===== config.mk =====
export PLATFORM = sky130hd
export DESIGN_NAME = lpn_write_buffer_with_flush
export DESIGN_NICKNAME = d
export VERILOG_FILES = /design/src/lwbf_pkg.sv /design/src/lwbf_ctrl.sv /design/src/lwbf_datapath.sv /design/src/lpn_write_buffer_with_flush.sv
export SDC_FILE = /design/constraint.sdc
export NUM_CORES = 2
export LEC_CHECK = 0
export ABC_AREA = 1
export ABC_CLOCK_PERIOD_IN_PS = 7790
export BUFFER_PORTS_ARGS = -buffer_cell sky130_fd_sc_hd__buf_4
export CAP_MARGIN = 20
export CORE_ASPECT_RATIO = 0.6
export CORE_UTILIZATION = 35
export DETAILED_ROUTE_END_ITERATION = 8
export GPL_ROUTABILITY_DRIVEN = 0
export PLACE_DENSITY = 0.55
export SYNTH_ARGS = -nofsm -noshare
export SYNTH_HDL_FRONTEND = slang
export SYNTH_HIERARCHICAL = 1
export SYNTH_MEMORY_MAX_BITS = 65536
export SYNTH_SLANG_ARGS = --single-unit

===== constraint.sdc =====
create_clock -name clk -period 7.79 [get_ports clk]
set_clock_uncertainty 0.05 [all_clocks]
set_input_delay 0.779 -clock clk [delete_from_list [all_inputs] [get_ports clk]]
set_output_delay 0.779 -clock clk [all_outputs]
set_load 0.005 [all_outputs]

===== src/lwbf_pkg.sv =====
// Shared types and constants for the logical-page write buffer.
// Used by the controller, the datapath and the top level.
`timescale 1ns / 1ps
`default_nettype none

package lwbf_pkg;

  typedef enum logic [1:0] {
    ACT_WRITE = 2'd0,
    ACT_READ  = 2'd1,
    ACT_ERASE = 2'd2,
    ACT_FLUSH = 2'd3
  } action_t;

  localparam logic [1:0]  ST_OK        = 2'd0;
  localparam logic [1:0]  ST_PAGE_OOR  = 2'd1;
  localparam logic [1:0]  ST_COUNT_BIG = 2'd2;

  localparam logic [3:0]  ERASE_MAX  = 4'd10;
  localparam logic [31:0] BLANK_WORD = 32'h0000_0000;

  typedef enum logic [2:0] {
    S_IDLE,
    S_EXEC,
    S_SCAN,
    S_MEMRD,
    S_FL_LOAD,
    S_FL_WRITE,
    S_RESP
  } state_t;

  // controller to datapath
  typedef struct packed {
    logic latch;
    logic enqueue;
    logic scan_init;
    logic scan_step;
    logic hit_cap;
    logic mem_cap;
    logic fl_start;
    logic fl_load;
    logic fl_write;
    logic fl_next;
    logic fill_clear;
    logic resp_load;
  } lwbf_cmd_t;

  // datapath to controller
  typedef struct packed {
    action_t act;
    logic    bad;
    logic    fill_zero;
    logic    full_after;
    logic    scan_hit;
    logic    scan_last;
    logic    span_empty;
    logic    wr_last;
    logic    fl_last;
    logic    out_free;
  } lwbf_sts_t;

endpackage

`default_nettype wire


===== src/lwbf_ctrl.sv =====
// Controller state machine for the logical-page write buffer.
// Depends on lwbf_pkg; drives the datapath through lwbf_cmd_t.
`timescale 1ns / 1ps
`default_nettype none

module lwbf_ctrl (
  input  wire logic              clk,
  input  wire logic              rst_n,
  input  wire logic              in_valid,
  output logic                   in_ready,
  input  wire lwbf_pkg::lwbf_sts_t sts,
  output lwbf_pkg::lwbf_cmd_t    cmd
);
  import lwbf_pkg::*;

  state_t state_r;
  state_t state_nxt;

  always_ff @(posedge clk) begin
    if (!rst_n) begin
      state_r <= S_IDLE;
    end else begin
      state_r <= state_nxt;
    end
  end

  always_comb begin
    state_nxt = state_r;
    unique case (state_r)
      S_IDLE: begin
        if (in_valid) state_nxt = S_EXEC;
      end
      S_EXEC: begin
        if (sts.act == ACT_FLUSH) begin
          state_nxt = sts.fill_zero ? S_RESP : S_FL_LOAD;
        end else if (sts.bad) begin
          state_nxt = S_RESP;
        end else if (sts.act == ACT_READ) begin
          state_nxt = sts.fill_zero ? S_MEMRD : S_SCAN;
        end else begin
          state_nxt = sts.full_after ? S_FL_LOAD : S_RESP;
        end
      end
      S_SCAN: begin
        if (sts.scan_hit)       state_nxt = S_RESP;
        else if (sts.scan_last) state_nxt = S_MEMRD;
      end
      S_MEMRD: state_nxt = S_RESP;
      S_FL_LOAD: begin
        if (sts.span_empty) begin
          if (sts.fl_last) state_nxt = S_RESP;
        end else begin
          state_nxt = S_FL_WRITE;
        end
      end
      S_FL_WRITE: begin
        if (sts.wr_last) state_nxt = sts.fl_last ? S_RESP : S_FL_LOAD;
      end
      S_RESP: begin
        if (sts.out_free) state_nxt = S_IDLE;
      end
      default: state_nxt = S_IDLE;
    endcase
  end

  always_comb begin
    cmd      = '0;
    in_ready = 1'b0;
    unique case (state_r)
      S_IDLE: begin
        in_ready  = 1'b1;
        cmd.latch = in_valid;
      end
      S_EXEC: begin
        if (sts.act == ACT_FLUSH) begin
          cmd.fl_start = !sts.fill_zero;
        end else if (!sts.bad) begin
          if (sts.act == ACT_READ) begin
            cmd.scan_init = !sts.fill_zero;
          end else begin
            cmd.enqueue  = 1'b1;
            cmd.fl_start = sts.full_after;
          end
        end
      end
      S_SCAN: begin
        if (sts.scan_hit)        cmd.hit_cap   = 1'b1;
        else if (!sts.scan_last) cmd.scan_step = 1'b1;
      end
      S_MEMRD: cmd.mem_cap = 1'b1;
      S_FL_LOAD: begin
        if (sts.span_empty) begin
          cmd.fill_clear = sts.fl_last;
          cmd.fl_next    = !sts.fl_last;
        end else begin
          cmd.fl_load = 1'b1;
        end
      end
      S_FL_WRITE: begin
        cmd.fl_write = 1'b1;
        if (sts.wr_last) begin
          cmd.fill_clear = sts.fl_last;
          cmd.fl_next    = !sts.fl_last;
        end
      end
      S_RESP: cmd.resp_load = sts.out_free;
      default: cmd = '0;
    endcase
  end

endmodule

`default_nettype wire


===== src/lwbf_datapath.sv =====
// Datapath: request registers, command buffer, page memory and result register.
// Depends on lwbf_pkg; steered by lwbf_ctrl through lwbf_cmd_t.
`timescale 1ns / 1ps
`default_nettype none

module lwbf_datapath #(
  parameter int NUM_PAGES = 128,
  parameter int BUF_DEPTH = 8
) (
  input  wire logic                clk,
  input  wire logic                rst_n,
  input  wire logic [1:0]          in_action,
  input  wire logic [7:0]          in_page,
  input  wire logic [31:0]         in_write_word,
  input  wire logic [3:0]          in_erase_count,
  input  wire lwbf_pkg::lwbf_cmd_t cmd,
  output lwbf_pkg::lwbf_sts_t      sts,
  output logic                     out_valid,
  input  wire logic                out_ready,
  output logic [31:0]              out_read_word,
  output logic [1:0]               out_status
);
  import lwbf_pkg::*;

  localparam int PW = (NUM_PAGES > 1) ? $clog2(NUM_PAGES) : 1;
  localparam int IW = (BUF_DEPTH > 1) ? $clog2(BUF_DEPTH) : 1;
  localparam int FW = $clog2(BUF_DEPTH + 1);
  localparam logic [8:0] NP9 = 9'(NUM_PAGES);

  // request registers
  action_t     act_r;
  logic [7:0]  page_r;
  logic [31:0] word_r;
  logic [3:0]  count_r;

  // command buffer
  logic [7:0]  buf_page_r [BUF_DEPTH];
  logic [31:0] buf_word_r [BUF_DEPTH];
  logic [3:0]  buf_span_r [BUF_DEPTH];
  logic [FW-1:0] fill_r;
  logic [IW-1:0] idx_r;

  // page memory with per-page written flags
  logic [31:0] mem [NUM_PAGES];
  logic [NUM_PAGES-1:0] pvld_r;
  logic [31:0] rd_q;
  logic        rd_vld_q;

  logic [8:0]  ptr_r;
  logic [8:0]  end_r;
  logic [31:0] fl_word_r;
  logic [31:0] res_word_r;

  logic        out_valid_r;
  logic [31:0] out_word_r;
  logic [1:0]  out_status_r;

  logic [8:0]  sum_c;
  logic [8:0]  lo_c;
  logic [8:0]  hi_c;
  logic [8:0]  end_c;
  logic [1:0]  status_c;

  always_comb begin
    sum_c = {1'b0, page_r} + {5'b0, count_r};
    if (act_r == ACT_FLUSH) begin
      status_c = ST_OK;
    end else if ({1'b0, page_r} >= NP9) begin
      status_c = ST_PAGE_OOR;
    end else if (act_r == ACT_ERASE && count_r > ERASE_MAX) begin
      status_c = ST_COUNT_BIG;
    end else if (act_r == ACT_ERASE && (sum_c == 9'd0 || (sum_c - 9'd1) >= NP9)) begin
      status_c = ST_PAGE_OOR;
    end else begin
      status_c = ST_OK;
    end
  end

  // span of the entry under the shared index, clamped at the top page
  always_comb begin
    lo_c  = {1'b0, buf_page_r[idx_r]};
    hi_c  = lo_c + {5'b0, buf_span_r[idx_r]};
    end_c = (hi_c > NP9) ? NP9 : hi_c;
  end

  always_comb begin
    sts            = '0;
    sts.act        = act_r;
    sts.bad        = (status_c != ST_OK);
    sts.fill_zero  = (fill_r == '0);
    sts.full_after = (fill_r == FW'(BUF_DEPTH - 1));
    sts.scan_hit   = ({1'b0, page_r} >= lo_c) && ({1'b0, page_r} < hi_c);
    sts.scan_last  = (idx_r == '0);
    sts.span_empty = (end_c <= lo_c);
    sts.wr_last    = ((ptr_r + 9'd1) >= end_r);
    sts.fl_last    = (FW'(idx_r) == (fill_r - FW'(1)));
    sts.out_free   = !out_valid_r || out_ready;
  end

  always_ff @(posedge clk) begin
    if (cmd.latch) begin
      act_r   <= action_t'(in_action);
      page_r  <= in_page;
      word_r  <= in_write_word;
      count_r <= in_erase_count;
    end
  end

  always_ff @(posedge clk) begin
    if (cmd.enqueue) begin
      buf_page_r[fill_r[IW-1:0]] <= page_r;
      buf_word_r[fill_r[IW-1:0]] <= (act_r == ACT_WRITE) ? word_r : BLANK_WORD;
      buf_span_r[fill_r[IW-1:0]] <= (act_r == ACT_WRITE) ? 4'd1 : count_r;
    end
  end

  always_ff @(posedge clk) begin
    if (!rst_n) begin
      fill_r <= '0;
    end else if (cmd.fill_clear) begin
      fill_r <= '0;
    end else if (cmd.enqueue) begin
      fill_r <= fill_r + FW'(1);
    end
  end

  // one index walks the buffer: down for a lookup, up for a flush
  always_ff @(posedge clk) begin
    if (cmd.scan_init) begin
      idx_r <= IW'(fill_r - FW'(1));
    end else if (cmd.scan_step) begin
      idx_r <= idx_r - IW'(1);
    end else if (cmd.fl_start) begin
      idx_r <= '0;
    end else if (cmd.fl_next) begin
      idx_r <= idx_r + IW'(1);
    end
  end

  always_ff @(posedge clk) begin
    if (cmd.fl_load) begin
      ptr_r     <= lo_c;
      end_r     <= end_c;
      fl_word_r <= buf_word_r[idx_r];
    end else if (cmd.fl_write) begin
      ptr_r <= ptr_r + 9'd1;
    end
  end

  always_ff @(posedge clk) begin
    if (cmd.fl_write) begin
      mem[ptr_r[PW-1:0]] <= fl_word_r;
    end
    rd_q <= mem[page_r[PW-1:0]];
  end

  // pages never written read as zero
  always_ff @(posedge clk) begin
    if (!rst_n) begin
      pvld_r   <= '0;
      rd_vld_q <= 1'b0;
    end else begin
      if (cmd.fl_write) pvld_r[ptr_r[PW-1:0]] <= 1'b1;
      rd_vld_q <= pvld_r[page_r[PW-1:0]];
    end
  end

  always_ff @(posedge clk) begin
    if (cmd.latch) begin
      res_word_r <= BLANK_WORD;
    end else if (cmd.hit_cap) begin
      res_word_r <= buf_word_r[idx_r];
    end else if (cmd.mem_cap) begin
      res_word_r <= rd_vld_q ? rd_q : BLANK_WORD;
    end
  end

  always_ff @(posedge clk) begin
    if (!rst_n) begin
      out_valid_r <= 1'b0;
    end else if (cmd.resp_load) begin
      out_valid_r <= 1'b1;
    end else if (out_ready) begin
      out_valid_r <= 1'b0;
    end
  end

  always_ff @(posedge clk) begin
    if (cmd.resp_load) begin
      out_word_r   <= res_word_r;
      out_status_r <= status_c;
    end
  end

  assign out_valid     = out_valid_r;
  assign out_read_word = out_word_r;
  assign out_status    = out_status_r;

endmodule

`default_nettype wire


===== src/lpn_write_buffer_with_flush.sv =====
// Top level of the logical-page store with its write-combining command buffer.
// Instantiates lwbf_ctrl and lwbf_datapath; depends on lwbf_pkg.
//
// One request is in work at a time. Writes and erases that do not fill the
// buffer, rejected requests and a flush of an empty buffer pass from the
// execute state straight to the result state. A read searches the buffered
// entries newest first, probing one entry a cycle; a miss then adds the
// registered page-memory read. A flush, requested or triggered by the request
// that fills the buffer, walks the entries oldest first, loading each entry
// and then writing its pages through the single memory write port. No
// clearing pass after reset: per-page written flags make untouched pages read
// as zero. A finished result sits in an output register; the next request is
// taken once that result is loaded.
`timescale 1ns / 1ps
`default_nettype none

module lpn_write_buffer_with_flush #(
  parameter int NUM_PAGES = 128,
  parameter int BUF_DEPTH = 8
) (
  input  wire logic        clk,
  input  wire logic        rst_n,
  input  wire logic        in_valid,
  output logic             in_ready,
  input  wire logic [1:0]  in_action,
  input  wire logic [7:0]  in_page,
  input  wire logic [31:0] in_write_word,
  input  wire logic [3:0]  in_erase_count,
  output logic             out_valid,
  input  wire logic        out_ready,
  output logic [31:0]      out_read_word,
  output logic [1:0]       out_status
);
  import lwbf_pkg::*;

  lwbf_cmd_t cmd;
  lwbf_sts_t sts;

  lwbf_ctrl u_ctrl (
    .clk      (clk),
    .rst_n    (rst_n),
    .in_valid (in_valid),
    .in_ready (in_ready),
    .sts      (sts),
    .cmd      (cmd)
  );

  lwbf_datapath #(
    .NUM_PAGES (NUM_PAGES),
    .BUF_DEPTH (BUF_DEPTH)
  ) u_dp (
    .clk            (clk),
    .rst_n          (rst_n),
    .in_action      (in_action),
    .in_page        (in_page),
    .in_write_word  (in_write_word),
    .in_erase_count (in_erase_count),
    .cmd            (cmd),
    .sts            (sts),
    .out_valid      (out_valid),
    .out_ready      (out_ready),
    .out_read_word  (out_read_word),
    .out_status     (out_status)
  );

endmodule

`default_nettype wire


* Yosys cells after proc, flatten, opt, wreduce, memory -nomap -nowiden
Memory sizes are Yosys's and may differ from the RTL's. A register that Yosys moved wholly into a read port is not among the register bits.
Index checks and enable logic that the tools add are counted.
** Cells by class
- Add/subtract/negate cells :: 8
- Order comparisons :: 11
- Equality and inequality tests :: 16
- Muxes and demuxes :: 67
- Bitwise logic cells :: 2
- Reduce and logical (&&, ||, !) cells :: 21
** Operators with widths (number)
- 32-bit two-way mux :: 4
- 128-bit bitwise OR :: 1
- 3-bit two-way mux :: 17
- 1-bit two-way mux :: 26
- 2-bit two-way mux :: 12
- 3-bit case mux with 7 select lines :: 1
- 8-bit by 4-bit adder with 9-bit output :: 2
- 7-bit by 8-bit less-than comparator with 1-bit output (second input constant) :: 2
- 8-bit two-way mux :: 2
- 9-bit by 1-bit adder with 9-bit output (second input constant) :: 1
- 3-bit == test (second input constant) :: 3
- 9-bit by 8-bit >= comparator with 1-bit output (second input constant) :: 1
- 9-bit >= comparator :: 1
- 9-bit by 8-bit > comparator with 1-bit output (second input constant) :: 1
- 9-bit by 8-bit <= comparator with 1-bit output :: 1
- 9-bit logical NOT :: 1
- 8-bit by 9-bit less-than comparator with 1-bit output :: 1
- 9-bit two-way mux :: 1
- 9-bit by 1-bit subtractor with 9-bit output (second input constant) :: 1
- 8-bit >= comparator :: 1
- 8-bit >= comparator (second input constant) :: 1
- 2-bit nonzero test :: 4
- 1-bit binary-select mux with 7-bit select :: 1
- 1-bit demux with 7-bit select :: 1
- 27 further kinds :: 38
** Word-level totals
- Register bits :: 302
- RAM bits :: 4448
- Input port bits :: 50
- Output and inout bits :: 36
- Logic and storage cells :: 146
- Memories :: 4
** Memory list
- u_dp.mem :: words 128, width 32, read ports 1, clocked after memory_dff 1, write ports 1, RTL line lwbf_datapath.sv:44 : logic [31:0] mem [NUM_PAGES];
- u_dp.buf_word_r :: words 8, width 32, read ports 1, clocked after memory_dff 1, write ports 1, RTL line lwbf_datapath.sv:38 : logic [31:0] buf_word_r [BUF_DEPTH];
- u_dp.buf_page_r :: words 8, width 8, read ports 1, clocked after memory_dff 1, write ports 1, RTL line lwbf_datapath.sv:37 : logic [7:0] buf_page_r [BUF_DEPTH];
- u_dp.buf_span_r :: words 8, width 4, read ports 1, clocked after memory_dff 1, write ports 1, RTL line lwbf_datapath.sv:39 : logic [3:0] buf_span_r [BUF_DEPTH];

* Logic depth before layout (Yosys ltp)
- Word-level depth :: 17
- Depth in mapped cells :: 37
- Mapped depth without buffers :: 34

* Hierarchy
Netlist, hierarchy kept.
** By module, submodules not included
- lwbf_datapath :: instances 1, cells an instance 14277, area each 187165.8 um2, sequential area each 141575.8 um2
- lwbf_ctrl :: instances 1, cells an instance 84, area each 499.2 um2, sequential area each 60.1 um2

* Worst setup path before layout
No wires, ideal clock.
- Path type :: register -> register
- From :: register with a tool-made name
- To :: register u_dp.ptr_r[0] (enable)
- Setup time :: 0.329 ns
- Arrival time :: 6.357 ns
- Required time :: 7.411 ns
- Setup slack :: 1.054 ns
- Cell stages (with the launch flop) :: 29
- Path buffers :: 4
- Clock period less this slack :: 6.736 ns
- Path through :: dfxtp_1 -> buf_2 -> buf_2 -> clkbuf_1 -> o21ai_0 -> o22ai_1 -> nor2_1 -> a31oi_1 -> ha_1 -> inv_1 -> fa_1 -> nor2_1 -> nor2_1 -> nor2_1 -> nand4_1 -> nand2_2 -> nor2_1 -> ha_1 -> nand2_1 -> nor2_1 -> a211oi_1 -> nor2_1 -> nor2_1 -> nand2_1 -> nand2_1 -> nor2_1 -> inv_1 -> clkbuf_1 -> nand2_1
** RTL lines
- end signal: assignment :: RTL line lwbf_datapath.sv:142 : ptr_r <= lo_c;
- end signal: assignment :: RTL line lwbf_datapath.sv:146 : ptr_r <= ptr_r + 9'd1;
- end: declaration :: RTL line lwbf_datapath.sv:49 : logic [8:0] ptr_r;

==> flow_summary.yaml <==
run_status:
  outcome: "finished clean"
power:
  leakagePower_nw: 66.47
  p_per_area_mw_per_mm2: 303.4
  vdd_drop_max_mv: 0.2107
clock_tree:
  cts_tree: "built"
  cts_sinks: 4785
  ctsResizeCount: 0
  root_buffer: "clkbuf_16"
  path_clk_slew_ns: 0.07
  worstSkewPairLatency_ns: 1.00
  htreeDepth: 5
  cts_made_buffers: 421
  clock_path_buffers: 4
  hold_buffers: 46
  post_cts.repair.setup_buffers: 0
route:
  vias_per_cell: 5.658
  first_pass_iters: 6
  drt-initial-drc-count: 18940
  ant_nets: 0
  drc: 0
  vias: 122800
  wl_um: 610000
  routedWlPerCell_um: 28.09
floorplan:
  die_area_mm2: 0.5392
  ios: 86
  die_h_um: 569.2
  row_count: 207
  die_w_um: 947.3
  start_util_pct: 35.28
  coreArea_mm2: 0.5320
logic_synthesis:
  yosysTopAreaCellShare_pct: 73.29
  synth_common_cells: "edfxtp_1 (4580), nor2_1 (3130), o21ai_0 (2431)"
  synth-seq-cells: 4785
  yosys_warnings: 6
  syn_area_per_cell_um2: 13.07
  syn_inst: 14360
  yosysTopAreaCell: "edfxtp_1"
  async_flop_share_pct: 0
  syn-num-nets: 14460
  synth-edff-count: 4580
  syn_area_mm2: 0.1877
  ys.flop_type: "edfxtp_1"
  synth_area_leaders: "edfxtp_1 (73%), o21ai_0 (6.5%), nor2_1 (6.3%)"
  ys_seq_area_share_pct: 75.47
  synth.most_common_cell: "edfxtp_1"
  yosysUniqueCellTypes: 48
setup_path:
  crit_buf_inv: 8
  cp.depth: 30
  path_delay_family: "simple AND/OR/NAND/NOR gates"
  reg2reg_depth: 30
  required_ns: 8.53
  worst-path-max-fanout: 61
  cp_slowest_cell: "nor4_2"
  cp-end-kind: "flop"
  worstSetupPathType: "reg2reg"
  critPathLaunchType: "flop"
  slowest_delay_ns: 0.66
  arrival_ns: 7.38
placement:
  io_buffers: 85
  place_area_mm2: 0.1969
  hpwl_um: 327200
  post-place-ws_ns: 1.357
  placed_cells: 20870
global_routing:
  antenna_found_initial: 45
  grt_start_max_net_pins: 199
  grt_pass1_wl_um: 861500
  grt_pass1_vias: 112100
  track_usage_pct: 21.77
  overflow: 0
finish:
  final_util_pct: 39.74
  nets: 14330
  area_delta_synth_final_pct: 12.64
  drive_gt1_share_pct: 8.563
  final_cells: 21710
  final_cell_area_mm2: 0.2114
sta:
  maxSlewHeadroom_pct: 9.052
  fin_crit_ns: 6.634
  worstMarginPinSlew_ns: 1.364
  finalHoldViolCount: 0
  setup_ws_ns: 1.156
  fmax_mhz: 150.7
  rsz0062_at_grt: "false"
  maxSlewViolCount: 0
  finalSetupViolCount: 0
  min_period_over_period_pct: 85.17
  tns_ns: 0
job:
  maxCapViolCount: 0
worst_hold_path:
  hold_class: "in2reg"
  hold_depth: 3
[logic make-up (layout without fill, tap and decap cells)]
| logic type | after synthesis | in the layout | share of synthesized area, % |
|---|---|---|---|
| other | 1 | 22 | 0.001998 |
| buffers and inverters | 1321 | 1546 | 3.016 |
| AOI/OAI and AO/OA | 4110 | 4110 | 12.69 |
| and+or+nand+nor | 4085 | 4085 | 8.447 |
| DFF | 4785 | 4785 | 75.47 |
| adders and majority gates | 46 | 46 | 0.3147 |
| xor gates and xnor gates | 13 | 13 | 0.06067 |
[registers in the layout, summed over array words and instances, names as in the netlist, 2 cells and up, named ones only]
register / count
u_dp/res_word_r: 32
u_dp/fill_r: 4
u_dp/pvld_r: 128
u_ctrl/state_r: 3
u_dp/out_status: 2
u_dp/buf_span_r: 32
u_dp/page_r: 8
u_dp/buf_page_r: 64
u_dp/count_r: 4
u_dp/out_read_word: 32
u_dp/rd_q: 32
u_dp/buf_word_r: 256
u_dp/act_r: 2
u_dp/word_r: 32
u_dp/mem: 4096
u_dp/end_r: 9
u_dp/idx_r: 3
u_dp/ptr_r: 9
u_dp/fl_word_r: 32
[tightest hold or removal path: stages]
cell and delay (ns):
buf_4 0.18, inv_1 0.14, a21oi_2 0.04
[stage by stage]
stage	power, W	hold slack [ns]
CTS	0.06403	0.09742
floorplan	0.03735	0.3582
global placement	0.04265	0.3687
detailed placement	0.04265	0.3697
finish	0.06414	0.1732
global route	0.06622	0.1270
[power by group]
part | internal, W | total (W) | leakage (nW) | switching [W]
combinational | 0.00297 | 0.0128 | 16.8 | 0.00987
clock | 0.0119 | 0.0217 | 6.81 | 0.00973
sequential | 0.0293 | 0.0296 | 42.9 | 0.000294
total | 0.0442 | 0.0641 | 66.5 | 0.0199
[cell usage in the layout, fill, tap and decap left out, types with 46 or more instances in the layout]
master / instances
bufinv_16: 49
clkinv_2: 90
nor2_1: 2993
buf_12: 48
edfxtp_1: 4580
nor2_4: 137
nand3_1: 274
o21ai_1: 138
a21oi_1: 79
o22ai_1: 789
clkinv_1: 77
o221ai_1: 455
o211ai_1: 170
buf_4: 388
o21ai_0: 2431
clkbuf_16: 427
nand2_1: 615
dfxtp_1: 203
dlygate4sd3_1: 46
inv_1: 263
clkbuf_1: 71
[metal layers]
metal	global-route usage, %	wire [um]
met4	4.808	12910
met3	6.557	79950
met5	0.5050	35
met2	29.23	242400
met1	34.09	274800
[final cells by class]
type	count	area [um2]
fillers	49840	320600
flip-flops and latches	4785	141600
multi-input cells	8255	41420
clock buffers	526	11340
well taps	7106	8891
repair buffers	486	4392
clock inverters	246	2526
inverters	288	1132
diodes	21	52.55
[final timing paths]
path | start | to | slack [ns]
setup / recovery | flop | u_dp/res_word_r[22] | 1.16
hold / removal | rst_n | u_ctrl/state_r[0] | 0.17
hold reg to reg | u_dp/res_word_r[29] | u_dp/out_read_word[29] | 0.39
setup reg to reg | flop | u_dp/res_word_r[22] | 1.16
Note: power is estimated with default switching activity, not from simulation.
